$ cat src/rwa_pkg.sv
`timescale 1ns / 1ps

package rwa_pkg;

    localparam int RSSI_BITS    = 7;
    localparam int COUNT_BITS   = 16;
    localparam int TIME_BITS    = 32;
    localparam int SUM_BITS     = 24;
    localparam int WIN_BITS     = 16;
    localparam int DVD_BITS     = SUM_BITS + 1;
    localparam int DIV_CNT_BITS = $clog2(DVD_BITS + 1);

    localparam logic [WIN_BITS-1:0]   WINDOW_RESET = WIN_BITS'(1000);
    localparam logic [RSSI_BITS-1:0]  RSSI_MAX     = '1;
    localparam logic [SUM_BITS-1:0]   SUM_MAX      = '1;
    localparam logic [COUNT_BITS-1:0] COUNT_MAX    = '1;

    typedef enum logic [1:0] {
        FUNC_SAMPLE     = 2'd0,
        FUNC_RESTART    = 2'd1,
        FUNC_INVALIDATE = 2'd2
    } t_func;

    typedef enum logic {
        ST_IDLE,
        ST_DIV
    } t_state;

    typedef struct packed {
        logic                  start;
        logic [DVD_BITS-1:0]   dividend;
        logic [COUNT_BITS-1:0] divisor;
    } t_div_req;

endpackage

$ cat src/rwa_div.sv
`timescale 1ns / 1ps

module rwa_div import rwa_pkg::*; (
    input  logic                i_clk,
    input  logic                i_rst_n,
    input  t_div_req            i_req,
    output logic                o_done,
    output logic [DVD_BITS-1:0] o_quotient
);

    logic                    r_busy, n_busy;
    logic                    r_done, n_done;
    logic [DIV_CNT_BITS-1:0] r_cnt, n_cnt;
    logic [COUNT_BITS-1:0]   r_rem, n_rem;
    logic [COUNT_BITS-1:0]   r_dvs, n_dvs;
    logic [DVD_BITS-1:0]     r_quo, n_quo;

    logic [COUNT_BITS:0]     w_trial;
    logic [COUNT_BITS:0]     w_diff;
    logic                    w_ge;

    // The dividend shifts out of the top of r_quo while quotient bits enter at the bottom.
    assign w_trial = {r_rem, r_quo[DVD_BITS-1]};
    assign w_ge    = w_trial >= {1'b0, r_dvs};
    assign w_diff  = w_trial - {1'b0, r_dvs};

    always_comb begin
        n_busy = r_busy;
        n_done = 1'b0;
        n_cnt  = r_cnt;
        n_rem  = r_rem;
        n_dvs  = r_dvs;
        n_quo  = r_quo;
        if (i_req.start) begin
            n_busy = 1'b1;
            n_cnt  = DIV_CNT_BITS'(DVD_BITS);
            n_rem  = '0;
            n_dvs  = i_req.divisor;
            n_quo  = i_req.dividend;
        end else if (r_busy) begin
            n_rem = w_ge ? w_diff[COUNT_BITS-1:0] : w_trial[COUNT_BITS-1:0];
            n_quo = {r_quo[DVD_BITS-2:0], w_ge};
            n_cnt = r_cnt - DIV_CNT_BITS'(1);
            if (r_cnt == DIV_CNT_BITS'(1)) begin
                n_busy = 1'b0;
                n_done = 1'b1;
            end
        end
    end

    always_ff @(posedge i_clk) begin
        if (!i_rst_n) begin
            r_busy <= 1'b0;
            r_done <= 1'b0;
            r_cnt  <= '0;
        end else begin
            r_busy <= n_busy;
            r_done <= n_done;
            r_cnt  <= n_cnt;
        end
    end

    always_ff @(posedge i_clk) begin
        r_rem <= n_rem;
        r_dvs <= n_dvs;
        r_quo <= n_quo;
    end

    assign o_done     = r_done;
    assign o_quotient = r_quo;

endmodule

$ cat src/rssi_window_averager_core.sv
`timescale 1ns / 1ps
// Timing: a word that does not close a window shows its result in the cycle after acceptance.
// A sample that closes a window starts the restoring divider, which makes one bit of the
// mean per cycle (25 steps); the core then takes the quotient and registers the result.
// Throughput: one word per cycle without a close unless the result stalls; none while the divider runs.
// Reset (synchronous, active low) clears control and sum state and sets the window to 1000 ms.

module rssi_window_averager_core import rwa_pkg::*; (
    input  logic                 i_clk,
    input  logic                 i_rst_n,
    input  logic                 i_cfg_wr_en,
    input  logic [WIN_BITS-1:0]  i_cfg_wr_data,
    input  logic                 i_in_valid,
    output logic                 o_in_stall,
    input  logic [1:0]           i_func,
    input  logic [RSSI_BITS-1:0] i_rssi_sample,
    input  logic [TIME_BITS-1:0] i_now_ms,
    output logic                 o_out_valid,
    input  logic                 i_out_stall,
    output logic [RSSI_BITS-1:0] o_shown_rssi,
    output logic                 o_average_valid,
    output logic                 o_window_closed
);

    t_state                r_state, n_state;
    logic [WIN_BITS-1:0]   r_window_ms;
    logic [SUM_BITS-1:0]   r_sum, n_sum;
    logic [COUNT_BITS-1:0] r_count, n_count;
    logic [TIME_BITS-1:0]  r_start, n_start;
    logic [TIME_BITS-1:0]  r_pend_now, n_pend_now;
    logic [RSSI_BITS-1:0]  r_avg, n_avg;
    logic                  r_avg_flag, n_avg_flag;
    logic [RSSI_BITS-1:0]  r_last_raw, n_last_raw;
    logic                  r_out_valid, n_out_valid;
    logic [RSSI_BITS-1:0]  r_out_shown, n_out_shown;
    logic                  r_out_avg_valid, n_out_avg_valid;
    logic                  r_out_closed, n_out_closed;

    t_func                 w_func;
    logic                  w_in_accept;
    logic [SUM_BITS:0]     w_sum_wide;
    logic [SUM_BITS-1:0]   w_sum_sat;
    logic [COUNT_BITS-1:0] w_count_inc;
    logic [TIME_BITS-1:0]  w_elapsed;
    logic                  w_close;
    t_div_req              w_div_req;
    logic                  w_div_done;
    logic [DVD_BITS-1:0]   w_quotient;
    logic [RSSI_BITS-1:0]  w_mean;

    assign w_func      = t_func'(i_func);
    assign o_in_stall  = (r_state != ST_IDLE) || (r_out_valid && i_out_stall);
    assign w_in_accept = i_in_valid && !o_in_stall;

    assign w_sum_wide  = (SUM_BITS + 1)'(r_sum) + (SUM_BITS + 1)'(i_rssi_sample);
    assign w_sum_sat   = w_sum_wide[SUM_BITS] ? SUM_MAX : w_sum_wide[SUM_BITS-1:0];
    assign w_count_inc = (r_count != COUNT_MAX) ? r_count + COUNT_BITS'(1) : r_count;
    assign w_elapsed   = i_now_ms - r_start;
    assign w_close     = (w_elapsed >= TIME_BITS'(r_window_ms)) && (w_count_inc != '0);

    // Rounded mean: the half count is added ahead of the division.
    assign w_div_req.start    = w_in_accept && (w_func == FUNC_SAMPLE) && w_close;
    assign w_div_req.dividend = DVD_BITS'(w_sum_sat) + DVD_BITS'(w_count_inc >> 1);
    assign w_div_req.divisor  = w_count_inc;

    rwa_div u_div (
        .i_clk      (i_clk),
        .i_rst_n    (i_rst_n),
        .i_req      (w_div_req),
        .o_done     (w_div_done),
        .o_quotient (w_quotient)
    );

    // A mean above the largest strength is possible only after the sample count saturated.
    assign w_mean = (|w_quotient[DVD_BITS-1:RSSI_BITS]) ? RSSI_MAX
                                                         : w_quotient[RSSI_BITS-1:0];

    always_comb begin
        n_state         = r_state;
        n_sum           = r_sum;
        n_count         = r_count;
        n_start         = r_start;
        n_pend_now      = r_pend_now;
        n_avg           = r_avg;
        n_avg_flag      = r_avg_flag;
        n_last_raw      = r_last_raw;
        n_out_valid     = r_out_valid && i_out_stall;
        n_out_shown     = r_out_shown;
        n_out_avg_valid = r_out_avg_valid;
        n_out_closed    = r_out_closed;

        unique case (r_state)
            ST_IDLE: begin
                if (w_in_accept) begin
                    unique case (w_func)
                        FUNC_SAMPLE: begin
                            n_last_raw = i_rssi_sample;
                            n_sum      = w_sum_sat;
                            n_count    = w_count_inc;
                            if (!r_avg_flag) begin
                                n_avg      = i_rssi_sample;
                                n_avg_flag = 1'b1;
                            end
                        end
                        FUNC_RESTART: begin
                            n_sum   = '0;
                            n_count = '0;
                            n_start = i_now_ms;
                        end
                        FUNC_INVALIDATE: begin
                            n_avg_flag = 1'b0;
                            n_sum      = '0;
                            n_count    = '0;
                            n_start    = i_now_ms;
                        end
                        default: begin
                        end
                    endcase

                    if (w_div_req.start) begin
                        n_pend_now = i_now_ms;
                        n_state    = ST_DIV;
                    end else begin
                        n_out_valid     = 1'b1;
                        n_out_shown     = n_avg_flag ? n_avg : n_last_raw;
                        n_out_avg_valid = n_avg_flag;
                        n_out_closed    = 1'b0;
                    end
                end
            end
            ST_DIV: begin
                if (w_div_done) begin
                    n_avg           = w_mean;
                    n_sum           = '0;
                    n_count         = '0;
                    n_start         = r_pend_now;
                    n_out_valid     = 1'b1;
                    n_out_shown     = w_mean;
                    n_out_avg_valid = r_avg_flag;
                    n_out_closed    = 1'b1;
                    n_state         = ST_IDLE;
                end
            end
            default: begin
                n_state = ST_IDLE;
            end
        endcase
    end

    always_ff @(posedge i_clk) begin
        if (!i_rst_n) begin
            r_state     <= ST_IDLE;
            r_window_ms <= WINDOW_RESET;
            r_sum       <= '0;
            r_count     <= '0;
            r_start     <= '0;
            r_avg       <= '0;
            r_avg_flag  <= 1'b0;
            r_last_raw  <= '0;
            r_out_valid <= 1'b0;
        end else begin
            r_state     <= n_state;
            if (i_cfg_wr_en) begin
                r_window_ms <= i_cfg_wr_data;
            end
            r_sum       <= n_sum;
            r_count     <= n_count;
            r_start     <= n_start;
            r_avg       <= n_avg;
            r_avg_flag  <= n_avg_flag;
            r_last_raw  <= n_last_raw;
            r_out_valid <= n_out_valid;
        end
    end

    always_ff @(posedge i_clk) begin
        r_pend_now      <= n_pend_now;
        r_out_shown     <= n_out_shown;
        r_out_avg_valid <= n_out_avg_valid;
        r_out_closed    <= n_out_closed;
    end

    assign o_out_valid     = r_out_valid;
    assign o_shown_rssi    = r_out_shown;
    assign o_average_valid = r_out_avg_valid;
    assign o_window_closed = r_out_closed;

endmodule

$ cat config.mk
export PLATFORM = sky130hd
export DESIGN_NAME = rssi_window_averager_core
export DESIGN_NICKNAME = d
export VERILOG_FILES = /design/src/rwa_pkg.sv /design/src/rwa_div.sv /design/src/rssi_window_averager_core.sv
export SDC_FILE = /design/constraint.sdc
export NUM_CORES = 1
export LEC_CHECK = 0
export ABC_CLOCK_PERIOD_IN_PS = 7100
export BUFFER_PORTS_ARGS = -buffer_cell sky130_fd_sc_hd__buf_2
export CAP_MARGIN = 20
export CORE_ASPECT_RATIO = 0.5
export CORE_MARGIN = 2
export CORE_UTILIZATION = 63
export DETAILED_ROUTE_END_ITERATION = 10
export PLACE_DENSITY = 0.82
export SYNTH_ARGS = -nofsm -noshare
export SYNTH_HDL_FRONTEND = slang
export SYNTH_SLANG_ARGS = --single-unit
$ cat constraint.sdc
create_clock -name i_clk -period 7.1 [get_ports i_clk]
set_input_delay 1.42 -clock i_clk [delete_from_list [all_inputs] [get_ports i_clk]]
set_output_delay 1.42 -clock i_clk [all_outputs]
set_load 0.005 [all_outputs]
### Yosys cells after proc, flatten, opt, wreduce, memory -nomap -nowiden

Index checks and enable logic that the tools add are counted.
Widths: inputs -> output; s select.

* order comparisons: 2
* bitwise gates (word level): 3
* equality and inequality tests: 9
* multiplexer cells: 53
* add/subtract/negate cells: 6
* reduce and logical (&&, ||, !) cells: 20

Operators by type and width (number)
* $mux 32: 3
* $pmux 24 s2: 2
* $mux 24: 3
* $mux 16: 4
* $pmux 16 s2: 2
* $pmux 32 s2: 1
* $mux 7: 9
* $mux 25: 2
* $ge 32x16->1: 1
* $sub 32x32->32: 1
* $pmux 7 s2: 2
* $add 24x15->25: 1
* $add 24x7->25: 1
* $mux 1: 18
* $reduce_or 18->1: 1
* $ge 17x16->1: 1
* $add 16x1->16 const B: 1
* $ne 16x16->1 const B: 1
* $reduce_bool 16->1: 1
* $sub 16x16->16: 1
* $reduce_and 3->1: 4
* $mux 5: 2
* $pmux 1 s2: 5
* $ne 2x2->1 const B: 3
* other kinds (15): 23

* output and inout port bits: 11
* register bits: 210
* logic and storage cells: 113
* input port bits: 62

### Longest topological paths before layout

Gate-level depths: netlist (run 1).

* depth in word-level cells: 10
* mapped depth: 22

### By module

A second synthesis (run 1) with hierarchy kept.

* cell total of the unflattened synthesis: 1507
* area, all modules: 13450.4 µm²

By module, submodules not included
* rssi_window_averager_core: times used 1, area each 10005.8 µm², cells an instance 1201
* rwa_div: times used 1, area each 3444.6 µm², cells an instance 306

### Worst setup path before layout (run 1)

OpenSTA, ideal clock, no wires.

* path type: input to register
* start point: input i_now_ms[0]
* end point: register r_out_avg_valid (netlist: o_average_valid), enable pin
* cell stages on the path: 22
* arrival: 5.761 ns
* slack: 0.965 ns
* required time: 6.726 ns
* path buffers: 1
* cells stage by stage: inv_1 ha_1 fa_1 nor2b_1 o31a_1 nor2_1 o21ai_0 a21o_1 a21oi_1 xnor2_1 ha_1 nand2_1 nor2_1 a211oi_1 o21ai_0 nor4_1 o2111ai_1 or4b_4 nor4_4 nor2_2 buf_2 nor2_1

* longest elaborated chain between the ends: 6

RTL lines
* start: declaration: RTL line rssi_window_averager_core.sv:17 `input logic [TIME_BITS-1:0] i_now_ms,`
* $sub 32x32->32: RTL line rssi_window_averager_core.sv:58 `assign w_elapsed = i_now_ms - r_start;`
* $ge 32x16->1: RTL line rssi_window_averager_core.sv:59 `assign w_close = (w_elapsed >= TIME_BITS'(r_window_ms)) && (w_count_inc != '0);`
* $logic_and 1x1->1: RTL line rssi_window_averager_core.sv:59
* $logic_and 1x1->1: RTL line rssi_window_averager_core.sv:62 `assign w_div_req.start = w_in_accept && (w_func == FUNC_SAMPLE) && w_close;`
* $ne 2x2->1 (no source line)
* $reduce_and 3->1 (no source line)
* end signal: assignment: RTL line rssi_window_averager_core.sv:179 `r_out_avg_valid <= n_out_avg_valid;`
* end: declaration: RTL line rssi_window_averager_core.sv:36 `logic r_out_avg_valid, n_out_avg_valid;`

Every way passes these cells.
A chain may end at the register's enable or synchronous reset.

### Worst setup path in the final report (run 1)

* start point: input i_now_ms[0]
* end point: register u_div.r_quo[23] (netlist: u_div.o_quotient[23]), enable pin

* longest elaborated chain between the ends: 5

RTL lines
* $sub 32x32->32: RTL line rssi_window_averager_core.sv:58
* $ge 32x16->1: RTL line rssi_window_averager_core.sv:59
* $logic_and 1x1->1: RTL line rssi_window_averager_core.sv:59
* $logic_and 1x1->1: RTL line rssi_window_averager_core.sv:62
* $reduce_bool 2->1 (no source line)
* end signal: assignment: RTL line rwa_div.sv:66 `r_quo <= n_quo;`
* end: declaration: RTL line rwa_div.sv:16 `logic [DVD_BITS-1:0] r_quo, n_quo;`

Every way passes these cells.

==> run_results.csv, run 1 <==
group,metric,value,unit
status,run_status,"completed",
final_layout,nFillCells,1677,
cts,clk_pin_slew,0.07,ns
power_and_ir_drop,power.net_switching,1.27,mW
final_layout,antenna_cells_inserted,0,
cts,cts.htree.levels,1,
final_layout,most_used_cells_in_the_layout_excluding_fill_and_tap_cells,"145 x sky130_fd_sc_hd__nand2_1, 127 x sky130_fd_sc_hd__dfxtp_1, 94 x sky130_fd_sc_hd__nor2_1",
cts,postCtsHoldBufs,0,
power_and_ir_drop,power.ir.vdd_worst,0.206,mV
final_layout,syn2layout_area_growth,9.55,%
routing,drt_pre_antenna_iters,5,
synth,yosysWarnings,0,
sta,grt_setup_unrepaired,"false",
power_and_ir_drop,internal_power,2.63,mW
cts,postCtsSetupRepairBufs,0,
floorplanning,floorplan.initialDensity,64.0,%
cts,clock_tree.root_cell,"sky130_fd_sc_hd__clkbuf_16",
setup_path,critical_path.endpoint_type,"register",
final_layout,stdcell_count,1866,
synth,seq_area_frac_synth,36.3,%
power_and_ir_drop,sequentialPowerShare,36.8,%
floorplanning,core_rows,38,
place,io_buffer_count,72,
power_and_ir_drop,power_frac_comb,30.6,%
grt,number_of_antenna_violations_at_the_first_check_in_global_routing,0,
sta,totalNegativeSetupSlack,0,ns
final_layout,final_layout_size_suffix_gt1_share,11.2,%
setup_path,cp_data_required_time,7.28,ns
synth,ys.flop_type,"sky130_fd_sc_hd__dfxtp_1",
place,place.gp.congestion,0.950,
synth,netlist_area,0.0138,sq mm
setup_path,critical_path_class,"in2reg",
sta,tightest_slew,1.12,ns
final_layout,mostFrequentLayoutCell,"sky130_fd_sc_hd__nand2_1",
power_and_ir_drop,power.leakage,6.34,nW
sta,worst_hold_slack,0.473,ns
min_path,timing.hold.worst.class,"reg2reg",
synth,asyncSetResetFlopFracSynth,0,%
grt,grtUsageTotal,28.5,%
grt,grt_pass1_vias,11000,
setup_path,r2r_setup_slack,1.75,ns
synth,yosys-top-cells-area,"sky130_fd_sc_hd__dfxtp_1 19%, sky130_fd_sc_hd__edfxtp_1 18%, sky130_fd_sc_hd__ha_1 8.1%, sky130_fd_sc_hd__mux2i_1 4.8%, sky130_fd_sc_hd__nand2_1 4.0%",
floorplanning,fp.dieArea,0.0232,sq mm
synth,mappedNetlistNets,1679,
setup_path,r2r-end,"u_div.o_quotient[23]$_DFFE_PP_",
flow_run,cap_violations,0,
setup_path,cp_max_fo,26,
setup_path,critPathArrivalTime,6.26,ns
setup_path,reg2reg_from,"r_start[0]$_SDFFE_PN0P_",
synth,yosysTopAreaCell,"sky130_fd_sc_hd__dfxtp_1",
synth,synth_seq_cells,210,
cts,cts_sinks,210,
routing,via_count,11600,
sta,hold_viol,0,
power_and_ir_drop,power-per-cell-area,257,mW/mm^2
synth,synth_cells,1523,
min_path,timing.hold.worst_endpoint,"r_last_raw[1]$_SDFFE_PN0P_",
grt,grt_start_max_net_pins,114,
power_and_ir_drop,power_frac_clock,32.6,%
setup_path,worst-r2r-cell-count,20,
place,pre_cts_setup_slack,0.521,ns
sta,period_minus_slack,6.08,ns
grt,grt.overflow.total,0,
floorplanning,die_height,109,um
floorplanning,core-area,0.0216,sq mm
sta,final.period_utilization,85.6,%
cts,cts-root-to-sink-buffers,3,
cts,cts_tree,"yes",
cts,cts_made_buffers,21,
routing,drcViolationCount,0,
synth,yosys.area.top_type_share,18.5,%
sta,final_setup_violation_count,0,
place,dp.cells,1827,
routing,dr.first_iter.drc_count,1162,
final_layout,final_net_count,1707,
synth,synth_edf_count,82,
sta,maxSlewHeadroom,25.3,%
setup_path,start_kind,"input port",
sta,timing_max_transition_violations_final,0,
cts,post_cts_resize_count,0,
routing,route.final.wire_length,33.3,mm
floorplanning,pin_count,73,
cts,clock_latency,0.52,ns
power_and_ir_drop,finalPower,3.90,mW
grt,grt_pass1_wl,53.7,mm
routing,routedWlPerCell,17.9,um
power_and_ir_drop,switching_share_of_power,32.5,%
routing,final_antenna_net_count,0,
synth,postSynthAreaPerCell,9.08,sq um
synth,synth_cell_type_count,69,
sta,timing.fmax,165,MHz
sta,setup_ws_final,1.02,ns
min_path,worst_hold_path.num_cells,2,
min_path,hold_start,"r_last_raw[1]$_SDFFE_PN0P_",
sta,clock-skew-final,0.0126,ns
routing,detail_route.vias_per_cell,6.20,
place,post_dp_hpwl,23.0,mm
floorplanning,die_width,213,um
-- power groups by stage --
stage | logic [mW] | clock network [mW] | registers, mW
2_1_floorplan | 0.924 | 0 | 1.44
3_3_place_gp | 1.13 | 0 | 1.45
3_5_place_dp | 1.17 | 0 | 1.46
4_1_cts | 1.18 | 1.28 | 1.43
5_1_grt | 1.33 | 1.33 | 1.44
6_report | 1.19 | 1.27 | 1.44
-- synthesized netlist by cell type (6+ instances only) --
library cell and count:
sky130_fd_sc_hd__nand2_1 146, sky130_fd_sc_hd__dfxtp_1 128, sky130_fd_sc_hd__nor2_1 94, sky130_fd_sc_hd__ha_1 90, sky130_fd_sc_hd__a21oi_1 89, sky130_fd_sc_hd__o21ai_0 88
sky130_fd_sc_hd__inv_1 87, sky130_fd_sc_hd__edfxtp_1 82, sky130_fd_sc_hd__clkbuf_1 68, sky130_fd_sc_hd__mux2i_1 66, sky130_fd_sc_hd__nor2b_1 59, sky130_fd_sc_hd__xnor2_1 46
sky130_fd_sc_hd__o211a_1 38, sky130_fd_sc_hd__xor2_1 33, sky130_fd_sc_hd__a22oi_1 30, sky130_fd_sc_hd__nand3_1 30, sky130_fd_sc_hd__a211oi_1 24, sky130_fd_sc_hd__nand4_1 23
sky130_fd_sc_hd__mux2_4 22, sky130_fd_sc_hd__o21a_1 22, sky130_fd_sc_hd__nor3_1 20, sky130_fd_sc_hd__o211ai_1 20, sky130_fd_sc_hd__nand2b_1 17, sky130_fd_sc_hd__a21o_1 16
sky130_fd_sc_hd__and2_1 16, sky130_fd_sc_hd__nor4_1 15, sky130_fd_sc_hd__mux2_2 12, sky130_fd_sc_hd__and3_1 11, sky130_fd_sc_hd__a21boi_0 10, sky130_fd_sc_hd__and4_1 8
sky130_fd_sc_hd__a31oi_1 7, sky130_fd_sc_hd__o31a_1 6, sky130_fd_sc_hd__or2_2 6, sky130_fd_sc_hd__or3_1 6
-- worst max-delay path by stage --
stage / start / endpoint / slack (ns)
detailed placement: i_now_ms[0] / u_div.o_quotient[14]$_DFFE_PP_ / 0.52
floorplan: i_now_ms[0] / o_average_valid$_DFFE_PP_ / 0.96
global route: i_now_ms[0] / u_div.o_quotient[18]$_DFFE_PP_ / 0.55
global placement: i_now_ms[0] / u_div.o_quotient[8]$_DFFE_PP_ / 0.74
CTS: i_now_ms[0] / u_div.o_quotient[11]$_DFFE_PP_ / 1.03
finish: i_now_ms[0] / u_div.o_quotient[23]$_DFFE_PP_ / 1.02
-- metrics by stage --
stage	utilization [%]	cell area (sq um)
2_1_floorplan	-	13800
3_3_place_gp	66.4	14300
3_5_place_dp	66.4	14300
4_1_cts	70.0	15100
5_1_grt	70.2	15100
6_report	70.2	15100
-- layer usage --
metal	track usage (%)	vias up	routed length, um
met5	0	-	0
met4	8.23	0	712
met3	4.61	60	2040
met2	49.3	378	15700
met1	37.1	5530	14900
li1	-	5596	-
-- state kept, by name (all words and copies together), names as in the netlist, 5 cells and up --
register          count
r_avg                 7
r_count              16
r_window_ms          16
r_pend_now           32
r_last_raw            7
r_sum                24
u_div.r_dvs          16
u_div.r_rem          16
u_div.o_quotient     25
r_start              32
o_shown_rssi          7
u_div.r_cnt           5
-- worst max-delay path, stage by stage --
cell and delay, ns:
sky130_fd_sc_hd__buf_2 0.09, sky130_fd_sc_hd__inv_1 0.05, sky130_fd_sc_hd__ha_1 0.22, sky130_fd_sc_hd__fa_1 0.42
sky130_fd_sc_hd__nor2b_1 0.18, sky130_fd_sc_hd__o31a_1 0.18, sky130_fd_sc_hd__nor2_1 0.08, sky130_fd_sc_hd__o21ai_0 0.30
sky130_fd_sc_hd__a21o_1 0.17, sky130_fd_sc_hd__a21oi_1 0.07, sky130_fd_sc_hd__xnor2_1 0.14, sky130_fd_sc_hd__ha_1 0.30
sky130_fd_sc_hd__nand2_1 0.08, sky130_fd_sc_hd__nor2_1 0.04, sky130_fd_sc_hd__a211oi_1 0.16, sky130_fd_sc_hd__o21ai_0 0.11
sky130_fd_sc_hd__nor4_1 0.17, sky130_fd_sc_hd__o2111ai_1 0.14, sky130_fd_sc_hd__or4b_4 0.52, sky130_fd_sc_hd__nor4_4 0.53
sky130_fd_sc_hd__nor2_4 0.28, sky130_fd_sc_hd__or2_2 0.61
-- cells by family after synthesis --
family                   share of synthesized area, %
AO/OA/AOI/OAI                                    19.8
XOR/XNOR                                         5.01
adder cells (fa/ha/maj)                          8.72
buffers and inverters                            4.78
flip-flops                                       36.3
multiplexers                                     8.15
AND/OR/NAND/NOR                                  17.2
-- final cells by class --
class | count | area (sq um) | share of cell area [%]
sequential | 210 | 5030 | 33.2
clock buffer | 22 | 551 | 3.64
clock inverter | 16 | 228 | 1.50
multi-input combinational | 1147 | 8160 | 53.9
timing repair buffer | 84 | 483 | 3.19
inverter | 87 | 327 | 2.16
tap | 300 | 375 | 2.48
Power figures use the tool's default switching activity.
==> run 2, diff against run 1 <==
--- a/config.mk
+++ b/config.mk
@@ -13,6 +13,7 @@
 export CORE_UTILIZATION = 63
 export DETAILED_ROUTE_END_ITERATION = 10
 export PLACE_DENSITY = 0.82
+export REMOVE_ABC_BUFFERS = 1
 export SYNTH_ARGS = -nofsm -noshare
 export SYNTH_HDL_FRONTEND = slang
 export SYNTH_SLANG_ARGS = --single-unit
==> run 2 against run 1 <==
Compared with the run above: design area fell by 1.0%; sequential share of layout area rose by 0.34 points; clock skew fell by 0.0011 ns; clock power fell by 17%; critical path type unchanged; critical endpoint is now u_div.r_rem[12]$_SDFFE_PN0P_; largest power group unchanged.
==> run_results.csv, run 2 (synthesis gave the netlist of run 1 again) <==
group,metric,value,unit
place,post_dp_hpwl,23.1,mm
grt,grt_pass1_vias,11200,
place,io_buffer_count,72,
grt,grt_start_max_net_pins,114,
routing,route.final.wire_length,32.6,mm
routing,drt_pre_antenna_iters,6,
sta,final_setup_violation_count,0,
min_path,timing.hold.worst.class,"reg2reg",
final_layout,stdcell_count,1867,
floorplanning,die_width,213,um
setup_path,reg2reg_from,"r_start[2]$_SDFFE_PN0P_",
power_and_ir_drop,power.leakage,6.27,nW
setup_path,cp-endpoint,"u_div.r_rem[12]$_SDFFE_PN0P_",
routing,detail_route.vias_per_cell,6.14,
floorplanning,die_height,109,um
cts,cts.htree.levels,1,
cts,postCtsSetupRepairBufs,0,
cts,cts_sinks,210,
sta,hold_viol,0,
setup_path,cp_max_fo,23,
cts,post_cts_resize_count,0,
place,dp.cells,1830,
final_layout,mostFrequentLayoutCell,"sky130_fd_sc_hd__nand2_1",
routing,final_antenna_net_count,0,
setup_path,cpPeakStageDelay,0.53,ns
sta,clock-skew-final,0.0115,ns
sta,period_minus_slack,6.00,ns
cts,clk_pin_slew,0.07,ns
routing,dr.first_iter.drc_count,875,
cts,cts-root-to-sink-buffers,3,
sta,final.period_utilization,84.5,%
cts,postCtsHoldBufs,0,
place,placement.cell_area,0.0143,sq mm
power_and_ir_drop,power-per-cell-area,245,mW/mm^2
setup_path,critical_path_class,"in2reg",
sta,grt_setup_unrepaired,"false",
routing,via_count,11500,
grt,number_of_antenna_violations_at_the_first_check_in_global_routing,0,
floorplanning,floorplan.initialDensity,64.0,%
power_and_ir_drop,power.ir.vdd_worst,0.184,mV
cts,clock_latency,0.52,ns
setup_path,r2r-end,"u_div.r_rem[12]$_SDFFE_PN0P_",
sta,tightest_slew,1.05,ns
final_layout,finalInstanceArea,0.0150,sq mm
place,place.gp.congestion,0.929,
grt,grtUsageTotal,28.2,%
floorplanning,core_rows,38,
final_layout,final_net_count,1709,
final_layout,antenna_cells_inserted,0,
floorplanning,pin_count,73,
grt,grt_pass1_wl,53.5,mm
final_layout,most_used_cells_in_the_layout_excluding_fill_and_tap_cells,"145 x sky130_fd_sc_hd__nand2_1, 127 x sky130_fd_sc_hd__dfxtp_1, 94 x sky130_fd_sc_hd__nor2_1",
cts,clock_tree.root_cell,"sky130_fd_sc_hd__clkbuf_16",
routing,routedWlPerCell,17.5,um
floorplanning,core-area,0.0216,sq mm
setup_path,critPathArrivalTime,6.41,ns
final_layout,syn2layout_area_growth,8.43,%
setup_path,worst-r2r-cell-count,19,
flow_run,cap_violations,0,
cts,cts_tree,"yes",
sta,timing.fmax,167,MHz
floorplanning,fp.dieArea,0.0232,sq mm
status,run_status,"completed",
setup_path,cell_breakdown_of_the_critical_path,"buf_2, ha_1, o211ai_1, a21oi_1, o21ai_0, nand2_1, a21boi_2, xnor2_1, ha_1, o21ai_0, o2111ai_1, nor3_1, o2111ai_1, or4b_4, nor4_4, nor2_4, buf_4, buf_4, a311oi_1",
setup_path,cpMaxStageDelayCell,"sky130_fd_sc_hd__or4b_4",
routing,drcViolationCount,0,
final_layout,final_layout_size_suffix_gt1_share,10.7,%
sta,timing_max_transition_violations_final,0,
setup_path,cp_data_required_time,7.51,ns
sta,maxSlewHeadroom,30.2,%
setup_path,r2r_setup_slack,1.78,ns
setup_path,critical_path.endpoint_type,"register",
cts,cts_made_buffers,20,
setup_path,worstSetupStartpoint,"i_now_ms[2]",
grt,grt.overflow.total,0,
setup_path,start_kind,"input port",
## run 2: changes by cell type in the layout (fill, tap and decap cells not counted)
cell,previous run,this run
sky130_fd_sc_hd__clkbuf_1,0,7
sky130_fd_sc_hd__clkinv_2,5,3
sky130_fd_sc_hd__inv_6,2,0
sky130_fd_sc_hd__clkbuf_8,0,1
sky130_fd_sc_hd__buf_4,10,14
sky130_fd_sc_hd__clkinvlp_4,2,0
sky130_fd_sc_hd__clkinv_4,0,1
sky130_fd_sc_hd__clkinv_1,1,2
sky130_fd_sc_hd__bufinv_16,5,0
sky130_fd_sc_hd__clkinv_8,1,0
sky130_fd_sc_hd__buf_16,1,0
## run 2: worst min path at each step
stage | from | end | depth (start not counted)
2_1_floorplan | r_last_raw[0]$_SDFFE_PN0P_ | r_last_raw[0]$_SDFFE_PN0P_ | 2
3_3_place_gp | r_last_raw[6]$_SDFFE_PN0P_ | r_last_raw[6]$_SDFFE_PN0P_ | 2
3_5_place_dp | r_last_raw[1]$_SDFFE_PN0P_ | r_last_raw[1]$_SDFFE_PN0P_ | 2
4_1_cts | r_last_raw[2]$_SDFFE_PN0P_ | r_last_raw[2]$_SDFFE_PN0P_ | 2
5_1_grt | r_last_raw[2]$_SDFFE_PN0P_ | r_last_raw[2]$_SDFFE_PN0P_ | 2
6_report | r_last_raw[1]$_SDFFE_PN0P_ | r_last_raw[1]$_SDFFE_PN0P_ | 2
## run 2: critical path, delay by kind of cell
kind | cells | cell delay [ns]
AOI/OAI and AO/OA | 8 | 1.76
and+or+nand+nor | 5 | 1.68
buffers and inverters | 3 | 0.69
xor gates and xnor gates | 1 | 0.20
adders and majority gates | 2 | 0.63
## run 2: area by class of cell
type / count / area [sq um]
Clock inverter: 6 / 31.3
Multi-Input combinational cell: 1147 / 8160
Clock buffer: 30 / 591
Timing Repair Buffer: 87 / 485
Fill cell: 1663 / 6600
Tap cell: 300 / 375
Inverter: 87 / 327
Sequential cell: 210 / 5030
## run 2: power by group
group          switching [mW]  leakage [nW]  internal, mW  total [mW]
combinational           0.684          4.14         0.512        1.20
clock                   0.469         0.306         0.577        1.05
sequential             0.0710          1.82          1.37        1.44
## run 2: per-stage QoR
stage	setup slack, ns	hold slack (ns)	util (%)	TNS (ns)	power, mW
final	1.10	0.476	69.4	0	3.68
after global routing	0.658	0.496	69.4	0	3.89
after CTS	1.13	0.477	69.4	0	3.68
after detailed placement	0.599	0.460	66.5	0	2.63
after global placement	0.744	0.450	66.5	0	2.58
after floorplan	-0.129	0.441	-	-3.21	2.34
## run 2: per-layer routing
metal | part of all wire, % | vias up | routed length, um | GRT usage (%)
li1 | - | 5604 | - | -
met1 | 45 | 5452 | 14600 | 36.4
met2 | 47 | 338 | 15300 | 48.5
met3 | 5.6 | 61 | 1830 | 4.90
met4 | 2.4 | 0 | 788 | 8.88
met5 | 0 | - | 0 | 0
